### config.mk
export PLATFORM = sky130hd
export DESIGN_NAME = script_lexer_token_scanner
export DESIGN_NICKNAME = d
export VERILOG_FILES = /design/src/design/sls_pkg.sv /design/src/design/sls_core.sv /design/src/design/script_lexer_token_scanner.sv
export SDC_FILE = /design/constraint.sdc
export NUM_CORES = 2
export LEC_CHECK = 0
export BUFFER_PORTS_ARGS = -buffer_cell sky130_fd_sc_hd__buf_2
export CAP_MARGIN = 20
export CORE_ASPECT_RATIO = 1.25
export CORE_UTILIZATION = 45
export DETAILED_ROUTE_END_ITERATION = 8
export SLEW_MARGIN = 20
export SYNTH_ARGS = -nofsm -noshare
export SYNTH_HDL_FRONTEND = slang
export SYNTH_SLANG_ARGS = --single-unit
### constraint.sdc
create_clock -name clk -period 11.76 [get_ports clk]
set_input_delay 1.176 -clock clk [delete_from_list [all_inputs] [get_ports clk]]
set_output_delay 1.176 -clock clk [all_outputs]
set_load 0.02 [all_outputs]
### src/design/sls_pkg.sv
`default_nettype none
package sls_pkg;

	localparam int SourceBytesDef  = 65536;
	localparam int KeywordBytesDef = 8;
	localparam int KwCount         = 22;
	localparam int ResMax          = 3;

	typedef enum logic [5:0] {
		TK_EOF    = 6'd0,
		TK_ERROR  = 6'd1,
		TK_IDENT  = 6'd2,
		TK_NUMBER = 6'd3,
		TK_STRING = 6'd4,
		TK_DOT    = 6'd14,
		TK_SLASH  = 6'd17
	} tok_code_t;

	typedef enum logic [2:0] {
		ERR_NONE     = 3'd0,
		ERR_STR_OPEN = 3'd1,
		ERR_ESCAPE   = 3'd2,
		ERR_CMT_OPEN = 3'd3,
		ERR_CHAR     = 3'd4
	} err_code_t;

	localparam logic RK_TOKEN = 1'b0;
	localparam logic RK_BYTE  = 1'b1;

	typedef struct packed {
		logic        result_kind;
		logic [5:0]  token_kind;
		logic [2:0]  error_code;
		logic [15:0] start_offset;
		logic [15:0] token_length;
		logic [15:0] line_number;
		logic [7:0]  byte_value;
		logic        last_of_run;
	} result_t;

	// keyword text, first character in the most significant used byte
	localparam logic [63:0] KW_TEXT [KwCount] = '{
		64'("and"), 64'("break"), 64'("catch"), 64'("class"), 64'("continue"),
		64'("else"), 64'("false"), 64'("for"), 64'("foreach"), 64'("function"),
		64'("if"), 64'("nil"), 64'("or"), 64'("print"), 64'("return"),
		64'("super"), 64'("this"), 64'("throw"), 64'("true"), 64'("try"),
		64'("var"), 64'("while")
	};
	localparam int KW_LEN [KwCount] = '{
		3, 5, 5, 5, 8, 4, 5, 3, 7, 8, 2, 3, 2, 5, 6, 5, 4, 5, 4, 3, 3, 5
	};
	localparam logic [5:0] KW_KIND_BASE = 6'd28;

	function automatic logic is_alpha(input logic [7:0] c);
		return (c >= "a" && c <= "z") || (c >= "A" && c <= "Z") || c == "_";
	endfunction

	function automatic logic is_digit(input logic [7:0] c);
		return c >= "0" && c <= "9";
	endfunction

	function automatic logic [5:0] single_kind(input logic [7:0] c);
		logic [5:0] k;
		case (c)
			"(": k = 6'd5;
			")": k = 6'd6;
			"{": k = 6'd7;
			"}": k = 6'd8;
			"[": k = 6'd9;
			"]": k = 6'd10;
			":": k = 6'd11;
			";": k = 6'd12;
			",": k = 6'd13;
			".": k = 6'd14;
			"-": k = 6'd15;
			"+": k = 6'd16;
			"%": k = 6'd18;
			"*": k = 6'd19;
			default: k = 6'd0;
		endcase
		return k;
	endfunction

	function automatic logic [5:0] op2_base(input logic [7:0] c);
		logic [5:0] k;
		case (c)
			"!": k = 6'd20;
			"=": k = 6'd22;
			"<": k = 6'd24;
			">": k = 6'd26;
			default: k = 6'd0;
		endcase
		return k;
	endfunction

	// w holds buffer byte j at [8*j +: 8]; len is the identifier length
	function automatic logic [5:0] kw_kind(input logic [63:0] w, input logic [3:0] len);
		logic [5:0] k;
		logic       hit;
		int         lit;
		k = TK_IDENT;
		for (int i = 0; i < KwCount; i++) begin
			lit = KW_LEN[i];
			hit = (len == 4'(lit));
			for (int j = 0; j < 8; j++) begin
				if (j < lit) begin
					if (w[8*j +: 8] != 8'(KW_TEXT[i] >> (8 * (lit - 1 - j))))
						hit = 1'b0;
				end
			end
			if (hit)
				k = KW_KIND_BASE + 6'(i);
		end
		return k;
	endfunction

endpackage
`default_nettype wire

### src/design/sls_core.sv
`default_nettype none
module sls_core #(
	parameter int SOURCE_BYTES  = 65536,
	parameter int KEYWORD_BYTES = 8
) (
	input  wire logic                   clk,
	input  wire logic                   arst_n,
	input  wire logic                   step,
	input  wire logic [7:0]             in_byte,
	output sls_pkg::result_t [2:0]      res,
	output logic [1:0]                  res_n
);
	import sls_pkg::*;

	localparam int OFF_W = $clog2(SOURCE_BYTES);
	localparam int KWI_W = $clog2(KEYWORD_BYTES);
	localparam logic [OFF_W:0] SRC_SIZE = (OFF_W + 1)'(SOURCE_BYTES);
	localparam logic [OFF_W-1:0] OFF_LAST = OFF_W'(SOURCE_BYTES - 1);

	typedef enum logic [11:0] {
		PH_IDLE    = 12'b0000_0000_0001,
		PH_SLASH   = 12'b0000_0000_0010,
		PH_LINECMT = 12'b0000_0000_0100,
		PH_BLOCK   = 12'b0000_0000_1000,
		PH_STAR    = 12'b0000_0001_0000,
		PH_IDENT   = 12'b0000_0010_0000,
		PH_INT     = 12'b0000_0100_0000,
		PH_DOT     = 12'b0000_1000_0000,
		PH_FRAC    = 12'b0001_0000_0000,
		PH_OP2     = 12'b0010_0000_0000,
		PH_STR     = 12'b0100_0000_0000,
		PH_ESC     = 12'b1000_0000_0000
	} phase_t;

	phase_t              phase_q, phase_d;
	logic [OFF_W-1:0]    ts_q, ts_d, off_q, off_d, swo_q, swo_d;
	logic [15:0]         line_q, line_d;
	logic [7:0]          kb_q [KEYWORD_BYTES];
	logic [7:0]          kb_d [KEYWORD_BYTES];
	logic [7:0]          pend_q, pend_d, quote_q, quote_d;

	function automatic logic [OFF_W-1:0] off_inc(input logic [OFF_W-1:0] v);
		return (v == OFF_LAST) ? '0 : v + 1'b1;
	endfunction

	function automatic logic [OFF_W-1:0] off_dec(input logic [OFF_W-1:0] v);
		return (v == '0) ? OFF_LAST : v - 1'b1;
	endfunction

	function automatic logic [OFF_W-1:0] off_dist(input logic [OFF_W-1:0] a,
			input logic [OFF_W-1:0] b);
		logic [OFF_W:0] d;
		d = {1'b0, b} - {1'b0, a};
		if (b < a)
			d = d + SRC_SIZE;
		return d[OFF_W-1:0];
	endfunction

	function automatic logic [15:0] to16(input logic [OFF_W-1:0] v);
		logic [OFF_W+15:0] t;
		t = {16'b0, v};
		return t[15:0];
	endfunction

	function automatic result_t mk(input logic rk, input logic [5:0] tk,
			input logic [2:0] err, input logic [OFF_W-1:0] off,
			input logic [OFF_W-1:0] len, input logic [7:0] bv, input logic [15:0] ln);
		result_t r;
		r.result_kind  = rk;
		r.token_kind   = tk;
		r.error_code   = err;
		r.start_offset = to16(off);
		r.token_length = to16(len);
		r.line_number  = ln;
		r.byte_value   = bv;
		r.last_of_run  = 1'b0;
		return r;
	endfunction

	logic [7:0]       b;
	logic [OFF_W-1:0] p, len, swo1;
	logic [63:0]      kw_word;
	logic [5:0]       id_kind;
	logic             rescan;
	logic [15:0]      line_up;
	result_t [2:0]    r;
	logic [1:0]       n;

	assign b       = in_byte;
	assign p       = off_q;
	assign line_up = (line_q == 16'hFFFF) ? line_q : line_q + 16'd1;

	always_comb begin
		for (int j = 0; j < 8; j++)
			kw_word[8*j +: 8] = kb_q[j];
	end

	// identifier ending at p
	always_comb begin
		len = off_dist(ts_q, p);
		if (len <= OFF_W'(8))
			id_kind = kw_kind(kw_word, len[3:0]);
		else
			id_kind = TK_IDENT;
	end

	always_comb begin
		phase_d = phase_q;
		ts_d    = ts_q;
		off_d   = off_q;
		swo_d   = swo_q;
		line_d  = line_q;
		kb_d    = kb_q;
		pend_d  = pend_q;
		quote_d = quote_q;
		r       = '0;
		n       = 2'd0;
		rescan  = 1'b0;
		swo1    = off_inc(swo_q);
		if (b == 8'd0) begin
			case (phase_q)
				PH_SLASH: begin
					r[n] = mk(RK_TOKEN, TK_SLASH, ERR_NONE, ts_q, OFF_W'(1), 8'd0, line_q);
					n = n + 2'd1;
				end
				PH_BLOCK, PH_STAR: begin
					r[n] = mk(RK_TOKEN, TK_ERROR, ERR_CMT_OPEN, ts_q, '0, 8'd0, line_q);
					n = n + 2'd1;
				end
				PH_IDENT: begin
					r[n] = mk(RK_TOKEN, id_kind, ERR_NONE, ts_q, len, 8'd0, line_q);
					n = n + 2'd1;
				end
				PH_INT, PH_FRAC: begin
					r[n] = mk(RK_TOKEN, TK_NUMBER, ERR_NONE, ts_q, len, 8'd0, line_q);
					n = n + 2'd1;
				end
				PH_DOT: begin
					r[n] = mk(RK_TOKEN, TK_NUMBER, ERR_NONE, ts_q,
						off_dist(ts_q, off_dec(p)), 8'd0, line_q);
					n = n + 2'd1;
					r[n] = mk(RK_TOKEN, TK_DOT, ERR_NONE, off_dec(p), OFF_W'(1), 8'd0, line_q);
					n = n + 2'd1;
				end
				PH_OP2: begin
					r[n] = mk(RK_TOKEN, op2_base(pend_q), ERR_NONE, ts_q, OFF_W'(1), 8'd0,
						line_q);
					n = n + 2'd1;
				end
				PH_STR, PH_ESC: begin
					r[n] = mk(RK_TOKEN, TK_ERROR, ERR_STR_OPEN, ts_q, '0, 8'd0, line_q);
					n = n + 2'd1;
				end
				default: ;
			endcase
			r[n] = mk(RK_TOKEN, TK_EOF, ERR_NONE, p, '0, 8'd0, line_q);
			n = n + 2'd1;
			phase_d = PH_IDLE;
			ts_d    = '0;
			off_d   = '0;
			swo_d   = '0;
			line_d  = 16'd1;
			pend_d  = 8'd0;
			quote_d = 8'd0;
		end else begin
			off_d = off_inc(p);
			case (phase_q)
				PH_SLASH: begin
					if (b == "/")
						phase_d = PH_LINECMT;
					else if (b == "*")
						phase_d = PH_STAR;
					else begin
						r[n] = mk(RK_TOKEN, TK_SLASH, ERR_NONE, ts_q, OFF_W'(1), 8'd0, line_q);
						n = n + 2'd1;
						rescan = 1'b1;
					end
				end
				PH_LINECMT: rescan = (b == "\n");
				PH_BLOCK: begin
					if (b == "*")
						phase_d = PH_STAR;
					else if (b == "\n")
						line_d = line_up;
				end
				PH_STAR: begin
					if (b == "/")
						phase_d = PH_IDLE;
					else begin
						if (b == "\n")
							line_d = line_up;
						phase_d = PH_BLOCK;
					end
				end
				PH_IDENT: begin
					if (is_alpha(b) || is_digit(b)) begin
						if (len < OFF_W'(KEYWORD_BYTES))
							kb_d[len[KWI_W-1:0]] = b;
					end else begin
						r[n] = mk(RK_TOKEN, id_kind, ERR_NONE, ts_q, len, 8'd0, line_q);
						n = n + 2'd1;
						rescan = 1'b1;
					end
				end
				PH_INT: begin
					if (b == ".")
						phase_d = PH_DOT;
					else if (!is_digit(b)) begin
						r[n] = mk(RK_TOKEN, TK_NUMBER, ERR_NONE, ts_q, len, 8'd0, line_q);
						n = n + 2'd1;
						rescan = 1'b1;
					end
				end
				PH_DOT: begin
					if (is_digit(b))
						phase_d = PH_FRAC;
					else begin
						r[n] = mk(RK_TOKEN, TK_NUMBER, ERR_NONE, ts_q,
							off_dist(ts_q, off_dec(p)), 8'd0, line_q);
						n = n + 2'd1;
						r[n] = mk(RK_TOKEN, TK_DOT, ERR_NONE, off_dec(p), OFF_W'(1), 8'd0,
							line_q);
						n = n + 2'd1;
						rescan = 1'b1;
					end
				end
				PH_FRAC: begin
					if (!is_digit(b)) begin
						r[n] = mk(RK_TOKEN, TK_NUMBER, ERR_NONE, ts_q, len, 8'd0, line_q);
						n = n + 2'd1;
						rescan = 1'b1;
					end
				end
				PH_OP2: begin
					if (b == "=") begin
						r[n] = mk(RK_TOKEN, op2_base(pend_q) + 6'd1, ERR_NONE, ts_q,
							OFF_W'(2), 8'd0, line_q);
						n = n + 2'd1;
						phase_d = PH_IDLE;
					end else begin
						r[n] = mk(RK_TOKEN, op2_base(pend_q), ERR_NONE, ts_q, OFF_W'(1),
							8'd0, line_q);
						n = n + 2'd1;
						rescan = 1'b1;
					end
				end
				PH_STR: begin
					if (b == quote_q) begin
						r[n] = mk(RK_BYTE, TK_STRING, ERR_NONE, swo_q, '0, b, line_q);
						n = n + 2'd1;
						r[n] = mk(RK_TOKEN, TK_STRING, ERR_NONE, ts_q, off_dist(ts_q, swo1),
							8'd0, line_q);
						n = n + 2'd1;
						swo_d   = swo1;
						phase_d = PH_IDLE;
					end else if (b == "\\")
						phase_d = PH_ESC;
					else begin
						r[n] = mk(RK_BYTE, TK_STRING, ERR_NONE, swo_q, '0, b, line_q);
						n = n + 2'd1;
						swo_d = swo1;
						if (b == "\n")
							line_d = line_up;
					end
				end
				PH_ESC: begin
					phase_d = PH_STR;
					case (b)
						"'", "\\", "\"": begin
							r[n] = mk(RK_BYTE, TK_STRING, ERR_NONE, swo_q, '0, b, line_q);
							n = n + 2'd1;
							swo_d = swo1;
						end
						"n": begin
							r[n] = mk(RK_BYTE, TK_STRING, ERR_NONE, swo_q, '0, 8'h0A, line_q);
							n = n + 2'd1;
							swo_d = swo1;
						end
						"r": begin
							r[n] = mk(RK_BYTE, TK_STRING, ERR_NONE, swo_q, '0, 8'h0D, line_q);
							n = n + 2'd1;
							swo_d = swo1;
						end
						"t": begin
							r[n] = mk(RK_BYTE, TK_STRING, ERR_NONE, swo_q, '0, 8'h09, line_q);
							n = n + 2'd1;
							swo_d = swo1;
						end
						default: begin
							r[n] = mk(RK_TOKEN, TK_ERROR, ERR_ESCAPE, ts_q, '0, 8'd0, line_q);
							n = n + 2'd1;
							phase_d = PH_IDLE;
						end
					endcase
				end
				default: rescan = 1'b1;
			endcase
			// scan the byte as the start of a new token
			if (rescan) begin
				phase_d = PH_IDLE;
				if (b == "\n")
					line_d = line_up;
				else if (b != " " && b != "\r" && b != "\t") begin
					ts_d = p;
					if (b == "/")
						phase_d = PH_SLASH;
					else if (is_alpha(b)) begin
						kb_d[0] = b;
						phase_d = PH_IDENT;
					end else if (is_digit(b))
						phase_d = PH_INT;
					else if (single_kind(b) != 6'd0) begin
						r[n] = mk(RK_TOKEN, single_kind(b), ERR_NONE, p, OFF_W'(1), 8'd0,
							line_q);
						n = n + 2'd1;
					end else if (op2_base(b) != 6'd0) begin
						pend_d  = b;
						phase_d = PH_OP2;
					end else if (b == "\"" || b == "'") begin
						quote_d = b;
						swo_d   = off_inc(p);
						phase_d = PH_STR;
					end else begin
						r[n] = mk(RK_TOKEN, TK_ERROR, ERR_CHAR, p, '0, 8'd0, line_q);
						n = n + 2'd1;
					end
				end
			end
		end
		if (n != 2'd0)
			r[n - 2'd1].last_of_run = 1'b1;
	end

	assign res   = r;
	assign res_n = step ? n : 2'd0;

	always_ff @(posedge clk or negedge arst_n) begin
		if (!arst_n) begin
			phase_q <= PH_IDLE;
			ts_q    <= '0;
			off_q   <= '0;
			swo_q   <= '0;
			line_q  <= 16'd1;
			pend_q  <= 8'd0;
			quote_q <= 8'd0;
			for (int i = 0; i < KEYWORD_BYTES; i++)
				kb_q[i] <= 8'd0;
		end else if (step) begin
			phase_q <= phase_d;
			ts_q    <= ts_d;
			off_q   <= off_d;
			swo_q   <= swo_d;
			line_q  <= line_d;
			pend_q  <= pend_d;
			quote_q <= quote_d;
			kb_q    <= kb_d;
		end
	end

endmodule
`default_nettype wire

### src/design/script_lexer_token_scanner.sv
// channel  | handshake         | payload
// ---------+-------------------+---------------------------------------------
// in       | in_valid/in_stall | source_byte
// out      | out_valid/out_stall | result_kind token_kind error_code
//          |                   | start_offset token_length line_number
//          |                   | byte_value last_of_run
// One source byte per cycle enters the input register while in_stall is
// low; the scanner stage decodes it once the queue has three free entries
// and pushes zero to three results into an eight-entry result queue,
// drained one result per cycle while out_stall is low. Results are stored
// in the queue before they show on the outputs. Input stalls while the input
// register holds a byte and the queue has fewer than three free entries. Reset empties both.
`default_nettype none
module script_lexer_token_scanner #(
	parameter int SOURCE_BYTES  = sls_pkg::SourceBytesDef,
	parameter int KEYWORD_BYTES = sls_pkg::KeywordBytesDef
) (
	input  wire logic        clk,
	input  wire logic        arst_n,
	input  wire logic        in_valid,
	output logic             in_stall,
	input  wire logic [7:0]  source_byte,
	output logic             out_valid,
	input  wire logic        out_stall,
	output logic             result_kind,
	output logic [5:0]       token_kind,
	output logic [2:0]       error_code,
	output logic [15:0]      start_offset,
	output logic [15:0]      token_length,
	output logic [15:0]      line_number,
	output logic [7:0]       byte_value,
	output logic             last_of_run
);
	import sls_pkg::*;

	localparam int QDEPTH = 8;
	localparam int QA_W   = $clog2(QDEPTH);

	logic              valid_s1;
	logic [7:0]        byte_s1;
	logic              go, take, pop;
	result_t [2:0]     res;
	logic [1:0]        res_n;
	result_t           q_mem [QDEPTH];
	logic [QA_W-1:0]   wr_q, rd_q;
	logic [QA_W:0]     cnt_q;

	assign go       = valid_s1 && (cnt_q <= (QA_W + 1)'(QDEPTH - ResMax));
	assign in_stall = valid_s1 && !go;
	assign take     = in_valid && !in_stall;
	assign pop      = out_valid && !out_stall;

	always_ff @(posedge clk or negedge arst_n) begin
		if (!arst_n)
			valid_s1 <= 1'b0;
		else if (take)
			valid_s1 <= 1'b1;
		else if (go)
			valid_s1 <= 1'b0;
	end

	always_ff @(posedge clk) begin
		if (take)
			byte_s1 <= source_byte;
	end

	sls_core #(
		.SOURCE_BYTES  (SOURCE_BYTES),
		.KEYWORD_BYTES (KEYWORD_BYTES)
	) u_core (
		.clk     (clk),
		.arst_n  (arst_n),
		.step    (go),
		.in_byte (byte_s1),
		.res     (res),
		.res_n   (res_n)
	);

	always_ff @(posedge clk) begin
		for (int k = 0; k < ResMax; k++) begin
			if (2'(k) < res_n)
				q_mem[wr_q + QA_W'(k)] <= res[k];
		end
	end

	always_ff @(posedge clk or negedge arst_n) begin
		if (!arst_n) begin
			wr_q  <= '0;
			rd_q  <= '0;
			cnt_q <= '0;
		end else begin
			wr_q  <= wr_q + QA_W'(res_n);
			if (pop)
				rd_q <= rd_q + 1'b1;
			cnt_q <= cnt_q + (QA_W + 1)'(res_n) - (QA_W + 1)'(pop);
		end
	end

	assign out_valid    = (cnt_q != '0);
	assign result_kind  = q_mem[rd_q].result_kind;
	assign token_kind   = q_mem[rd_q].token_kind;
	assign error_code   = q_mem[rd_q].error_code;
	assign start_offset = q_mem[rd_q].start_offset;
	assign token_length = q_mem[rd_q].token_length;
	assign line_number  = q_mem[rd_q].line_number;
	assign byte_value   = q_mem[rd_q].byte_value;
	assign last_of_run  = q_mem[rd_q].last_of_run;

endmodule
`default_nettype wire

Yosys cells after proc, flatten, opt, wreduce, memory -nomap -nowiden:

Memories as Yosys holds them, arrays and structs flattened.
Index checks and enable logic that the tools add are counted.

* add/subtract/negate cells: 20
* order comparisons: 23
* equality and inequality tests: 128
* mux-type cells: 336
* bitwise gates (word level): 2
* reduce and logical (&&, ||, !) cells: 47

Operator list (number)
* $mux 201: 11
* $bwmux 201: 4
* $mux 67: 10
* $pmux 67 s8: 1
* $mux 16: 33
* $ne 8x7->1 const B: 63
* $pmux 66 s7: 1
* $demux 67 s2: 3
* $mux 6: 45
* $pmux 67 s4: 1
* $mux 64: 4
* $mux 8: 25
* $mux 12: 16
* $eq 8x6->1 const B: 21
* $mux 1: 141
* $mux 66: 2
* $mux 131: 1
* $pmux 64 s2: 1
* $add 16x1->16 const B: 6
* $pmux 12 s8: 1
* $eq 8x7->1 const B: 9
* $pmux 5 s14: 1
* $mux 65: 1
* $bwmux 64: 1
* other kinds (81): 154

* bits in registers: 175
* RAM bits: 536
* input bits: 12
* output and inout bits: 69
* word-level logic and storage cells: 577
* memories: 1

Memories
* q_mem: words 8, width 67, rd ports 1, clocked after Yosys merged registers in 0, wr ports 3, RTL line script_lexer_token_scanner.sv:44 `result_t q_mem [QDEPTH];`

Longest topological paths before layout:

* depth after elaboration: 48
* depth in mapped cells: 22
* mapped depth without buffers: 20

Hierarchy:

A second synthesis with hierarchy kept.

* cells, all modules: 5754
* area, all modules: 51708.3 µm²

By module, submodules not included
* script_lexer_token_scanner: instances 1, cells each 3800, area an instance 36540.0 µm², sequential area each 16610.9 µm²
* sls_core: instances 1, cells each 1954, area an instance 15168.3 µm², sequential area each 3906.2 µm²

Least setup slack after synthesis:

OpenSTA, ideal clock, no wires.

* path kind: register to register
* start point: register u_core.phase_q[8]
* end point: memory q_mem[1][0] (netlist name), enable pin
* library setup time: 0.585 ns
* arrival: 7.942 ns
* required time: 11.175 ns
* setup slack: 3.233 ns
* cell stages (with the launch flop): 15
* path buffers: 4
* period minus slack after synthesis: 8.527 ns
* path through: dfrtp_1 buf_6 or4_1 clkbuf_1 or4_4 and4b_4 a31o_4 o211ai_4 xnor2_1 a21o_1 buf_6 buf_6 a21oi_1 nand2_1 o21ai_0

RTL lines
* from (decl): RTL line sls_core.sv:35 `phase_t phase_q, phase_d;`
* from (signal assigned): RTL line sls_core.sv:349 `phase_q <= phase_d;`
* to (decl): RTL line script_lexer_token_scanner.sv:44

==> run metrics <==
average wire per standard cell between 20 and 30 um; RSZ-0062 raised after global routing false; Startpoint Class flip-flop; Setup CP Type reg -> reg; TritonCTS clock tree done; Placer Congestion roughly 0.96; cts hold-fix bufs 0; FF-to-FF path depth 19; Routed Antenna Nets 0; num ports just over 80; Final nets between 4000 and 5000; register area share after synthesis a little under half; Mapped Cells 4216; Hold WS roughly 0.5 ns; most common flop cell mapped by yosys edfxtp_1; starting density of the core about 45%; Synth async-reset ratio between 20% and 30%; Post-Route WL about 150000 um; Critical Path AT roughly 7 ns; EDFF count, synth 544; #FFs+latches synth ~710; CTS buffer count between 70 and 80; drc violations 0; Detail Placement HPWL between 100000 and 150000 um; final core utilization 49.9%; CTS H-tree lvls 3; Worst Hold Class reg -> reg; Synth cell types around 110; CP endpoint q_mem[6][39]; Reg-to-Reg Start u_core.off_q[7]; crit share post-route a little under three fifths; row count 126; chip width between 200 and 300 um; die area 0.0968 mm^2; placed cell count 5300; Sequential Area 0.0205 mm^2; Non-Filler Instances around 5500; clk sink count 711; Pwr Density roughly 240 mW/mm^2; Worst-path clk slew around 0.060 ns; Slew headroom roughly a fifth; achievable clock frequency 0.150 GHz; Hold Fails Final Rpt 0; Fill cells around 8500; Syn Std Cell Area ~0.043 mm^2; antenna violations before repair 3; Worst-Margin Slew 1.19 ns; Setup Total Neg Slack 0 ns; TritonRoute pass-1 iters 6; status finished clean; root buffer cell clkbuf_16; gr ovfl total 0; clock latency on the worst-skew pair ~0.66 ns; first-pass GRT wire length about 220000 um; Iter 0 DRT Violations 4000; Post-CTS Setup Bufs 0; DR vias ~35000; PortBufs 80; clk buf depth 3; All-Layer GR Usage between 30% and 40%; Max-cap violations 0; CP max FO 17; area occupied by multi-input gates approximately 0.021 mm^2; fraction of layout cells with a size suffix above 1 between 10% and 20%; Layout Area Growth over Synthesis 9.82%; Tmin final roughly 6.7 ns; DIE HEIGHT 348 um; CP Capture Type flip-flop; Placeable Area ~0.095 mm^2; post-CTS resize count 0; pin count of the biggest net entering global routing between 60 and 70; Mapped Nets ~4300; Critical Path Start u_core.off_q[7]; Worst Skew between 0.03 and 0.04 ns; peak supply drop around 0.00015 V; Leak roughly 0.017 uW; Final setup viols 0; Slew Viols, Final 0; Syn Area/Cell ~10 um^2; Vias/cell 6.40; vias in the first global route about 34000; Critical Path RT ~12 ns; Reg-to-Reg End q_mem[6][39]; Yosys warning total 0; r2r setup slk a little over 5 ns
synthesized netlist by cell type, types with 79 or more instances:
master / number / area share (%)
edfxtp_1: 544 / 38
nand2_1: 516 / 4.5
nor2_1: 460 / 4.0
o21ai_0: 314 / 3.7
a21oi_1: 281 / 3.3
clkbuf_1: 215 / 1.9
and2_1: 171 / 2.5
dfrtp_1: 165 / 9.6
mux4_2: 134 / 7.0
mux2_2: 133 / 3.5
o31ai_1: 83 / 1.4
nand3_1: 79 / 0.92
state kept, by name, summed over array words and instances (netlist names):
signal and flops:
byte_s1 8, wr_q 3, u_core.off_q 16, rd_q 3
cnt_q 4, u_core.kb_q 64, u_core.swo_q 16, u_core.line_q 16
u_core.quote_q 8, valid_s1 1, u_core.pend_q 8, u_core.phase_q 12
u_core.ts_q 16, q_mem 536
layer usage:
| metal | share of wire [%] | vias up | track usage (%) |
|---|---|---|---|
| li1 | - | 15600 | - |
| met1 | 38 | 17100 | 38.4 |
| met2 | 49 | 1797 | 52.3 |
| met3 | 8.0 | 420 | 4.46 |
| met4 | 5.5 | 0 | 15.6 |
| met5 | 0 | - | 0 |
worst max-delay path, cell delays in order, from the launching register on:
cell and delay, ns:
dfrtp_1 0.59, or4_1 0.65, or3_1 0.40, nor3_1 0.62, or3b_2 0.62, nand2_1 0.15
inv_1 0.05, ha_1 0.21, fa_1 0.44, nor2b_1 0.13, o21a_1 0.13, o21ai_0 0.14
a211oi_1 0.30, nor3_1 0.12, o41ai_1 0.39, a21oi_1 0.17, xnor2_1 0.15, a21oi_1 0.84
and2_1 0.23, a211oi_1 0.05
cell families (layout without fill, tap and decap cells):
family          after synthesis  count (layout)  share of synthesized area (%)
simple gates               1660            1660                           19.1
compound gates             1014            1014                           14.5
flops                       711             711                           47.7
buf+inv                     380             401                           3.62
mux                         285             285                           10.9
xor+xnor                     95              95                           1.94
fa+ha+maj                    71              71                           2.15
other cells                   0               1                              0
layout make-up:
| class | count | area share [%] |
|---|---|---|
| diodes | 1 | 0.00530 |
| repair buffers | 192 | 2.62 |
| clock buffers | 104 | 4.47 |
| flip-flops and latches | 711 | 43.5 |
| clock inverters | 42 | 0.877 |
| inverters | 63 | 0.506 |
| well taps | 1216 | 3.22 |
| multi-input cells | 3125 | 44.8 |
layout by cell type (no fill, tap or decap), types with 12 or more instances in the layout:
cell type	n
xor2_1	34
o21a_1	16
edfxtp_1	544
mux2_2	133
nor2_1	459
o22ai_1	62
nor3_1	63
clkinv_1	14
ha_1	66
nand3b_1	14
o21ai_1	17
a211oi_1	17
mux2i_1	17
a21o_1	14
nand4b_1	12
a22oi_1	44
or4_1	24
buf_2	81
a221oi_1	23
nor2b_1	37
nand2_1	516
inv_1	61
nor4_1	45
a31oi_1	21
and2_1	171
dfrtp_1	162
o21ai_0	305
clkbuf_1	22
a21oi_1	277
or3_1	21
o31ai_1	83
clkbuf_16	80
xnor2_1	61
nand3_1	79
nand2b_1	30
and3_1	31
buf_4	104
nand4_1	52
mux4_2	134
power breakdown:
part	internal, uW	leakage [uW]	switching, uW
Combinational	1920	0.00869	3480
Clock	1370	0.00122	1080
Sequential	3200	0.00733	292
Total	6490	0.0172	4850
worst min-delay path by stage:
stage	from	to	slack (ns)	cells after the start
global placement	u_core.pend_q[6]	u_core.pend_q[6]	0.47	1
global route	u_core.kb_q[14]	u_core.kb_q[14]	0.52	1
CTS	u_core.pend_q[7]	u_core.pend_q[7]	0.50	1
detailed placement	u_core.pend_q[6]	u_core.pend_q[6]	0.48	1
finish	u_core.pend_q[7]	u_core.pend_q[7]	0.49	1
floorplan	u_core.pend_q[7]	u_core.pend_q[7]	0.45	1
metrics by stage:
| step | setup WS (ns) | cell area [um^2] | power (uW) |
|---|---|---|---|
| detailed placement | 5.25 | 44600 | 8890 |
| CTS | 5.22 | 47200 | 11300 |
| global placement | 5.35 | 44600 | 8860 |
| finish | 5.07 | 47200 | 11300 |
| floorplan | 3.23 | 43000 | 7130 |
| global route | 4.77 | 47200 | 11900 |
(Power assumes the default switching activity.)
